### src/spq_pkg.sv
// ----------------------------------------------------------------------------
// spq_pkg - shared definitions for the sorted priority queue
// Sequencer state codes, action codes and result status codes.
// ----------------------------------------------------------------------------
`default_nettype none

package spq_pkg;

    typedef enum logic [2:0] {
        ST_IDLE,
        ST_SHIFT,
        ST_PLACE,
        ST_POLL,
        ST_FIN
    } spq_state_t;

    typedef logic [1:0] spq_status_t;

    localparam logic        ACT_INSERT = 1'b0;
    localparam logic        ACT_POLL   = 1'b1;

    localparam spq_status_t STAT_OK    = 2'd0;
    localparam spq_status_t STAT_FULL  = 2'd1;
    localparam spq_status_t STAT_EMPTY = 2'd2;

endpackage

`default_nettype wire

### src/spq_store.sv
// ----------------------------------------------------------------------------
// spq_store - circular entry store
// Entry RAM addressed relative to the current head. One write and one
// registered read per cycle; relative indices wrap around DEPTH.
// ----------------------------------------------------------------------------
`default_nettype none

module spq_store
    import spq_pkg::*;
#(
    parameter int DEPTH = 64,
    parameter int WIDTH = 64
) (
    input  wire logic                     aclk,
    input  wire logic [$clog2(DEPTH)-1:0] head,
    input  wire logic [$clog2(DEPTH)-1:0] rd_rel,
    input  wire logic                     wr_en,
    input  wire logic [$clog2(DEPTH)-1:0] wr_rel,
    input  wire logic [WIDTH-1:0]         wr_data,
    output logic      [WIDTH-1:0]         rd_data
);

    localparam int IDX_W = $clog2(DEPTH);
    localparam logic [IDX_W:0] DEPTH_X = (IDX_W+1)'(DEPTH);

    logic [WIDTH-1:0] mem [DEPTH];

    logic [IDX_W:0]   rd_sum;
    logic [IDX_W:0]   wr_sum;
    logic [IDX_W-1:0] rd_addr;
    logic [IDX_W-1:0] wr_addr;

    // head + rel, folded back once past the end of the ring
    always_comb begin
        rd_sum = {1'b0, head} + {1'b0, rd_rel};
        wr_sum = {1'b0, head} + {1'b0, wr_rel};
        if (rd_sum >= DEPTH_X) begin
            rd_sum = rd_sum - DEPTH_X;
        end
        if (wr_sum >= DEPTH_X) begin
            wr_sum = wr_sum - DEPTH_X;
        end
        rd_addr = rd_sum[IDX_W-1:0];
        wr_addr = wr_sum[IDX_W-1:0];
    end

    always_ff @(posedge aclk) begin
        if (wr_en) begin
            mem[wr_addr] <= wr_data;
        end
        rd_data <= mem[rd_addr];
    end

endmodule

`default_nettype wire

### src/sorted_priority_queue.sv
// ----------------------------------------------------------------------------
// sorted_priority_queue - sorted array priority queue
// Holds up to DEPTH key/payload entries in ascending key order; equal keys
// leave in arrival order.
// ----------------------------------------------------------------------------
// Usage:
//   Input beats on s_*: s_tuser selects insert (0) or poll (1), s_tdata
//   carries key and payload. Every beat yields exactly one result beat on
//   m_*: m_tuser is the status (ok, full, empty), m_tdata holds the polled
//   key and payload (zero otherwise) and the occupancy after the operation.
//   Entries sit in a ring-addressed RAM; a poll just advances the head.
//   An insert walks down from the tail, one entry per cycle, moving each
//   larger entry up one slot until the insert position is found.
//   Sequence: poll ST_POLL, ST_FIN; insert ST_SHIFT (while larger keys
//   remain, empty queue skips it), ST_PLACE or a last ST_SHIFT write, ST_FIN;
//   refused insert or empty poll ST_FIN only. ST_FIN loads the result once
//   the output register is free; s_tready rises together with m_tvalid.
//   One item is worked on at a time, so the rate is set by that single-port
//   insertion walk; s_tready is high only while the sequencer is idle.
//   The result sits in an output register; a new item is taken while it
//   waits, but the next result holds until m_tready frees the register.
//   Reset (aresetn low, synchronous) empties the queue; no clearing pass.
// ----------------------------------------------------------------------------
`default_nettype none

module sorted_priority_queue
    import spq_pkg::*;
#(
    parameter int DEPTH        = 64,
    parameter int PAYLOAD_BITS = 32,
    parameter int KEY_BITS     = 32
) (
    input  wire logic aclk,
    input  wire logic aresetn,

    input  wire logic s_tvalid,
    output logic      s_tready,
    // [KEY_BITS-1:0] key, then payload, zero padded to bytes
    input  wire logic [((KEY_BITS+PAYLOAD_BITS+7)/8)*8-1:0] s_tdata,
    // [0] action
    input  wire logic s_tuser,

    output logic      m_tvalid,
    input  wire logic m_tready,
    // [KEY_BITS-1:0] out_key, then out_payload, then occupancy, zero padded
    output logic [((KEY_BITS+PAYLOAD_BITS+$clog2(DEPTH+1)+7)/8)*8-1:0] m_tdata,
    // [1:0] status
    output logic [1:0] m_tuser
);

    localparam int IDX_W  = $clog2(DEPTH);
    localparam int CNT_W  = $clog2(DEPTH+1);
    localparam int ENT_W  = KEY_BITS + PAYLOAD_BITS;
    localparam int MDAT_W = ((ENT_W + CNT_W + 7) / 8) * 8;
    localparam logic [CNT_W-1:0] FULL_CNT = CNT_W'(DEPTH);
    localparam logic [IDX_W-1:0] LAST_IDX = IDX_W'(DEPTH - 1);

    spq_state_t state_reg, state_next;

    logic [CNT_W-1:0]        count_reg, count_next;
    logic [IDX_W-1:0]        head_reg, head_next;
    logic [IDX_W-1:0]        pos_reg, pos_next;
    logic [KEY_BITS-1:0]     key_reg, key_next;
    logic [PAYLOAD_BITS-1:0] pay_reg, pay_next;
    spq_status_t             status_reg, status_next;
    logic [KEY_BITS-1:0]     rkey_reg, rkey_next;
    logic [PAYLOAD_BITS-1:0] rpay_reg, rpay_next;

    logic                    m_valid_reg, m_valid_next;
    spq_status_t             m_status_reg, m_status_next;
    logic [KEY_BITS-1:0]     m_key_reg, m_key_next;
    logic [PAYLOAD_BITS-1:0] m_pay_reg, m_pay_next;
    logic [CNT_W-1:0]        m_occ_reg, m_occ_next;

    logic [IDX_W-1:0] rd_rel;
    logic             wr_en;
    logic [IDX_W-1:0] wr_rel;
    logic [ENT_W-1:0] wr_data;
    logic [ENT_W-1:0] rd_data;

    logic [KEY_BITS-1:0]     rd_key;
    logic [PAYLOAD_BITS-1:0] rd_pay;

    assign rd_key = rd_data[KEY_BITS-1:0];
    assign rd_pay = rd_data[ENT_W-1:KEY_BITS];

    spq_store #(
        .DEPTH (DEPTH),
        .WIDTH (ENT_W)
    ) u_store (
        .aclk    (aclk),
        .head    (head_reg),
        .rd_rel  (rd_rel),
        .wr_en   (wr_en),
        .wr_rel  (wr_rel),
        .wr_data (wr_data),
        .rd_data (rd_data)
    );

    assign s_tready = (state_reg == ST_IDLE);
    assign m_tvalid = m_valid_reg;
    assign m_tuser  = m_status_reg;
    assign m_tdata  = MDAT_W'({m_occ_reg, m_pay_reg, m_key_reg});

    always_ff @(posedge aclk) begin
        if (!aresetn) begin
            state_reg   <= ST_IDLE;
            count_reg   <= '0;
            head_reg    <= '0;
            m_valid_reg <= 1'b0;
        end else begin
            state_reg   <= state_next;
            count_reg   <= count_next;
            head_reg    <= head_next;
            m_valid_reg <= m_valid_next;
        end
    end

    always_ff @(posedge aclk) begin
        pos_reg      <= pos_next;
        key_reg      <= key_next;
        pay_reg      <= pay_next;
        status_reg   <= status_next;
        rkey_reg     <= rkey_next;
        rpay_reg     <= rpay_next;
        m_status_reg <= m_status_next;
        m_key_reg    <= m_key_next;
        m_pay_reg    <= m_pay_next;
        m_occ_reg    <= m_occ_next;
    end

    always_comb begin
        state_next    = state_reg;
        count_next    = count_reg;
        head_next     = head_reg;
        pos_next      = pos_reg;
        key_next      = key_reg;
        pay_next      = pay_reg;
        status_next   = status_reg;
        rkey_next     = rkey_reg;
        rpay_next     = rpay_reg;
        m_valid_next  = m_valid_reg && !m_tready;
        m_status_next = m_status_reg;
        m_key_next    = m_key_reg;
        m_pay_next    = m_pay_reg;
        m_occ_next    = m_occ_reg;
        rd_rel        = pos_reg - IDX_W'(2);
        wr_en         = 1'b0;
        wr_rel        = pos_reg;
        wr_data       = {pay_reg, key_reg};

        case (state_reg)
            ST_IDLE: begin
                rd_rel = '0;
                if (s_tvalid) begin
                    key_next    = s_tdata[KEY_BITS-1:0];
                    pay_next    = s_tdata[ENT_W-1:KEY_BITS];
                    status_next = STAT_OK;
                    rkey_next   = '0;
                    rpay_next   = '0;
                    if (s_tuser == ACT_POLL) begin
                        if (count_reg == '0) begin
                            status_next = STAT_EMPTY;
                            state_next  = ST_FIN;
                        end else begin
                            state_next = ST_POLL;
                        end
                    end else if (count_reg == FULL_CNT) begin
                        status_next = STAT_FULL;
                        state_next  = ST_FIN;
                    end else if (count_reg == '0) begin
                        pos_next   = '0;
                        state_next = ST_PLACE;
                    end else begin
                        // start the walk at the tail entry
                        pos_next   = count_reg[IDX_W-1:0];
                        rd_rel     = count_reg[IDX_W-1:0] - IDX_W'(1);
                        state_next = ST_SHIFT;
                    end
                end
            end

            ST_SHIFT: begin
                // rd_data holds entry pos-1; the read of pos-2 is issued now
                wr_en = 1'b1;
                if (rd_key > key_reg) begin
                    wr_data  = rd_data;
                    pos_next = pos_reg - IDX_W'(1);
                    if (pos_reg == IDX_W'(1)) begin
                        state_next = ST_PLACE;
                    end
                end else begin
                    count_next = count_reg + CNT_W'(1);
                    state_next = ST_FIN;
                end
            end

            ST_PLACE: begin
                wr_en      = 1'b1;
                count_next = count_reg + CNT_W'(1);
                state_next = ST_FIN;
            end

            ST_POLL: begin
                rkey_next  = rd_key;
                rpay_next  = rd_pay;
                head_next  = (head_reg == LAST_IDX) ? '0 : head_reg + IDX_W'(1);
                count_next = count_reg - CNT_W'(1);
                state_next = ST_FIN;
            end

            ST_FIN: begin
                if (!m_valid_reg || m_tready) begin
                    m_valid_next  = 1'b1;
                    m_status_next = status_reg;
                    m_key_next    = rkey_reg;
                    m_pay_next    = rpay_reg;
                    m_occ_next    = count_reg;
                    state_next    = ST_IDLE;
                end
            end

            default: begin
                state_next = ST_IDLE;
            end
        endcase
    end

`ifndef SYNTH
    a_count_bound: assert property (@(posedge aclk) disable iff (!aresetn)
        count_reg <= FULL_CNT)
        else $error("entry count beyond DEPTH");

    a_full_occ: assert property (@(posedge aclk) disable iff (!aresetn)
        (m_valid_reg && m_status_reg == STAT_FULL) |-> (m_occ_reg == FULL_CNT))
        else $error("full status with queue not full");

    a_poll_dec: assert property (@(posedge aclk) disable iff (!aresetn)
        (state_reg == ST_POLL) |=> (count_reg == $past(count_reg) - CNT_W'(1)))
        else $error("poll did not remove one entry");

    a_shift_pos: assert property (@(posedge aclk) disable iff (!aresetn)
        (state_reg == ST_SHIFT) |-> (pos_reg != '0 && count_reg != FULL_CNT))
        else $error("insertion walk out of range");
`endif

endmodule

`default_nettype wire

### config.mk
export PLATFORM = sky130hd
export DESIGN_NAME = sorted_priority_queue
export DESIGN_NICKNAME = d
export VERILOG_FILES = /design/src/spq_pkg.sv /design/src/spq_store.sv /design/src/sorted_priority_queue.sv
export SDC_FILE = /design/constraint.sdc
export NUM_CORES = 2
export LEC_CHECK = 0
export BUFFER_PORTS_ARGS = -buffer_cell sky130_fd_sc_hd__buf_2
export CORE_ASPECT_RATIO = 0.5
export CORE_UTILIZATION = 63
export CTS_BUF_LIST = sky130_fd_sc_hd__clkbuf_8 sky130_fd_sc_hd__clkbuf_16
export CTS_CLUSTER_SIZE = 30
export DETAILED_ROUTE_END_ITERATION = 12
export HOLD_SLACK_MARGIN = 0.15
export PLACE_DENSITY = 0.76
export REMOVE_ABC_BUFFERS = 1
export SYNTH_ARGS = -nofsm -noshare
export SYNTH_HDL_FRONTEND = slang
export SYNTH_SLANG_ARGS = --single-unit
### constraint.sdc
create_clock -name aclk -period 8.25 [get_ports aclk]
set_input_delay 0.825 -clock aclk [delete_from_list [all_inputs] [get_ports aclk]]
set_output_delay 0.825 -clock aclk [all_outputs]
set_load 0.005 [all_outputs]
==> impl_metrics.csv <==
group,metric,value,unit
placed_design,dp_hpwl,218000,um
drt,vias,82700,
setup_path,critPathArrivalTime,6.37,ns
finish,multi_input_area,0.0349,mm^2
floorplan,initial_core_util,63.5,%
floorplan,io_pins,145,
finish,final_nets,7301,
synth,synth_flop_cell,"edfxtp_1",
synth,synth_top_area_share,77.4,%
synth,syn_inst,6735,
synth,ys_ff_latch,4386,
global_routing,grt_pass1_vias,81900,
finish,regMostFlops,"u_store.mem",
global_routing,grt_max_degree,167,
timing,holdWs,0.193,ns
setup_path,max_stage_delay,1.06,ns
synth,synth_area_leaders,"edfxtp_1 (77%), mux4_2 (17%), mux2i_1 (1.2%), dfxtp_1 (0.97%), clkbuf_1 (0.42%)",
setup_path,worstSetupEndpointType,"flip-flop",
finish,drive_gt1_share,30.9,%
timing,fin_skew,0.0621,ns
power_and_ir_drop,vdd_ir_drop_max,352,uV
drt,drtPass1Iterations,6,
synth,ys_seq_area_share,78.4,%
cts,clk_latency,0.92,ns
finish,reg.largest.list,"u_store.mem x4096, u_store.rd_data x64",
timing,fin_crit,5.83,ns
synth,synth_enable_flop_cells,4305,
timing,drv_slew,0,
setup_path,startpoint_type,"flip-flop",
floorplan,die_x,730,um
timing,hold_viol_final,0,
placed_design,portBuffers,143,
placed_design,place.gp.congestion,0.846,
floorplan,die_area,0.267,mm^2
synth,syn_area,0.167,mm^2
finish,regArea,0.131,mm^2
setup_path,cp_slowest_cell,"mux2_2",
power_and_ir_drop,p_total,0.0619,W
timing,worstMarginPinSlew,1.43,ns
power_and_ir_drop,power.leakage,57.4,nW
drt,routedWlPerCell,42.6,um
drt,drc_errors,0,
drt,drt-initial-drc-count,15600,
synth,synthArstFlopShare,0,%
synth,yosysTopAreaCell,"edfxtp_1",
finish,final_common_cell,"edfxtp_1",
timing,rsz0062_at_grt,"no",
synth,synth_cell_types,59,
power_and_ir_drop,power_density,334,mW/mm^2
drt,postRouteAntennaNets,0,
floorplan,rows,133,
drt,drt_wl_total,467000,um
global_routing,gr-total-overflow,0,
timing,fin_crit_sh,70.7,%
global_routing,grt_pass1_wl,640000,um
setup_path,worstPathCellList,"ha_1, nand4_1, nor4_1, nor3b_1, o31a_1, nor2_4, buf_4, mux2_2",
synth,yosys_warnings,0,
setup_path,cp.required,8.79,ns
cts,htree_num_levels,5,
finish,fin_cells,11000,
floorplan,core,0.263,mm^2
finish,syn2layout_area_growth,11.1,%
timing,setup_viol,0,
cts,cts.sinks,4386,
cts,clockBufferDepth,4,
placed_design,placed_cells,10300,
global_routing,antenna_found_initial,7,
finish,num-fill-cells,14200,
min_path,min_path_type,"input pin to flip-flop",
cts,clk_pin_slew,0.07,ns
global_routing,track_usage,35.1,%
cts,cts_tree,"built",
timing,fmax,171,MHz
cts,cts_resized,0,
setup_path,critPathMaxFanout,64,
floorplan,die_y,366,um
drt,vias_per_cell,7.52,
finish,final_util,70.5,%
timing,max-slew-margin-rel,4.03,%
timing,setup_tns,0,ns
setup_path,worstSetupPathType,"flip-flop to flip-flop",
finish,largest_register_ff_count,4096,
cts,clockRootBuffer,"clkbuf_16",
finish,layout_common_cells,"edfxtp_1 (4305), mux4_2 (1280), clkbuf_16 (373), mux2i_1 (199), buf_4 (163)",
synth,avgSynthCellArea,24.8,um^2
run_status,status,"complete, no violations",
job,drv_cap,0,
cts,cts_made_buffers,363,
## metal layers
metal | part of all wire, % | wire length (um) | GRT usage [%]
met3 | 15 | 72400 | 10.5
met1 | 34 | 158000 | 49.4
met2 | 46 | 213000 | 52.3
met5 | 0.0028 | 13 | 0
met4 | 5.2 | 24300 | 15.2
## final timing paths
| check | slack [ns] | startpoint | depth (start not counted) | end |
|---|---|---|---|---|
| worst max register to register | 2.42 | u_store.rd_data[15] | 8 | u_store.mem[23][31] |
| worst min register to register | 0.42 | rpay_reg[14] | 0 | m_pay_reg[14] |
| worst max-delay path | 2.42 | u_store.rd_data[15] | 8 | u_store.mem[23][31] |
| worst min-delay path | 0.19 | s_tdata[54] | 1 | pay_reg[22] |
## power by group
part	internal, W	switching, W	total, W	leakage, nW
sequential	0.0267	0.000471	0.0272	39.5
combinational	0.00796	0.00936	0.0173	12.0
clock	0.00941	0.00798	0.0174	5.98
## repair_timing
action / 4_1_cts / 5_1_grt
hold buffers: 51 / 0
buffers inserted: 0 / 0
endpoints found under the hold margin: 51 / 0
## kinds of logic (layout without fill, tap and decap cells)
logic type	count (synthesis)	in the layout	synth area share [%]
xor+xnor	31	31	0.171
flops	4386	4386	78.4
other cells	1	8	0.00225
simple gates	263	263	0.847
fa+ha+maj	56	56	0.433
buf+inv	378	1110	0.969
compound gates	76	76	0.285
mux	1544	1544	18.9
## cell usage after synthesis, drive strengths merged (3+ instances only)
master,instances
o22ai,7
fa,3
nor2,19
nand2b,4
a21oi,26
dfxtp,81
clkbuf,189
a21boi,4
xnor2,21
ha,53
buf,146
edfxtp,4305
nand2,53
nand3,10
mux4,1280
nor4,3
o21bai,4
inv,43
nor3b,5
and2,69
nand4,10
or3,3
xor2,9
a21o,5
mux2i,199
o21ai,16
nor3,75
mux2,65
nor2b,4
## cell type report
type	instances	share of cell area, %
Clock inverter	270	1.18
Antenna cell	7	0.00944
Tap cell	3510	2.37
Clock buffer	386	5.13
Inverter	43	0.0883
Sequential cell	4386	70.5
Timing Repair Buffer	411	1.90
Multi-Input combinational cell	1971	18.8
## worst max-delay path, delay by kind of cell, from the launching register on
| kind | cells | cell delay, ns |
|---|---|---|
| buffers and inverters | 1 | 0.72 |
| DFF | 1 | 0.65 |
| AOI/OAI and AO/OA | 1 | 0.20 |
| and+or+nand+nor | 4 | 2.26 |
| muxes | 1 | 1.06 |
| adders and majority gates | 1 | 0.44 |
## through the flow
step	area, um^2	worst slack (ns)
2_1_floorplan	166000	-33.83
3_3_place_gp	173000	2.57
3_5_place_dp	173000	2.51
4_1_cts	186000	2.50
5_1_grt	186000	2.29
6_report	186000	2.42
Note: power is estimated with default switching activity, not from simulation.
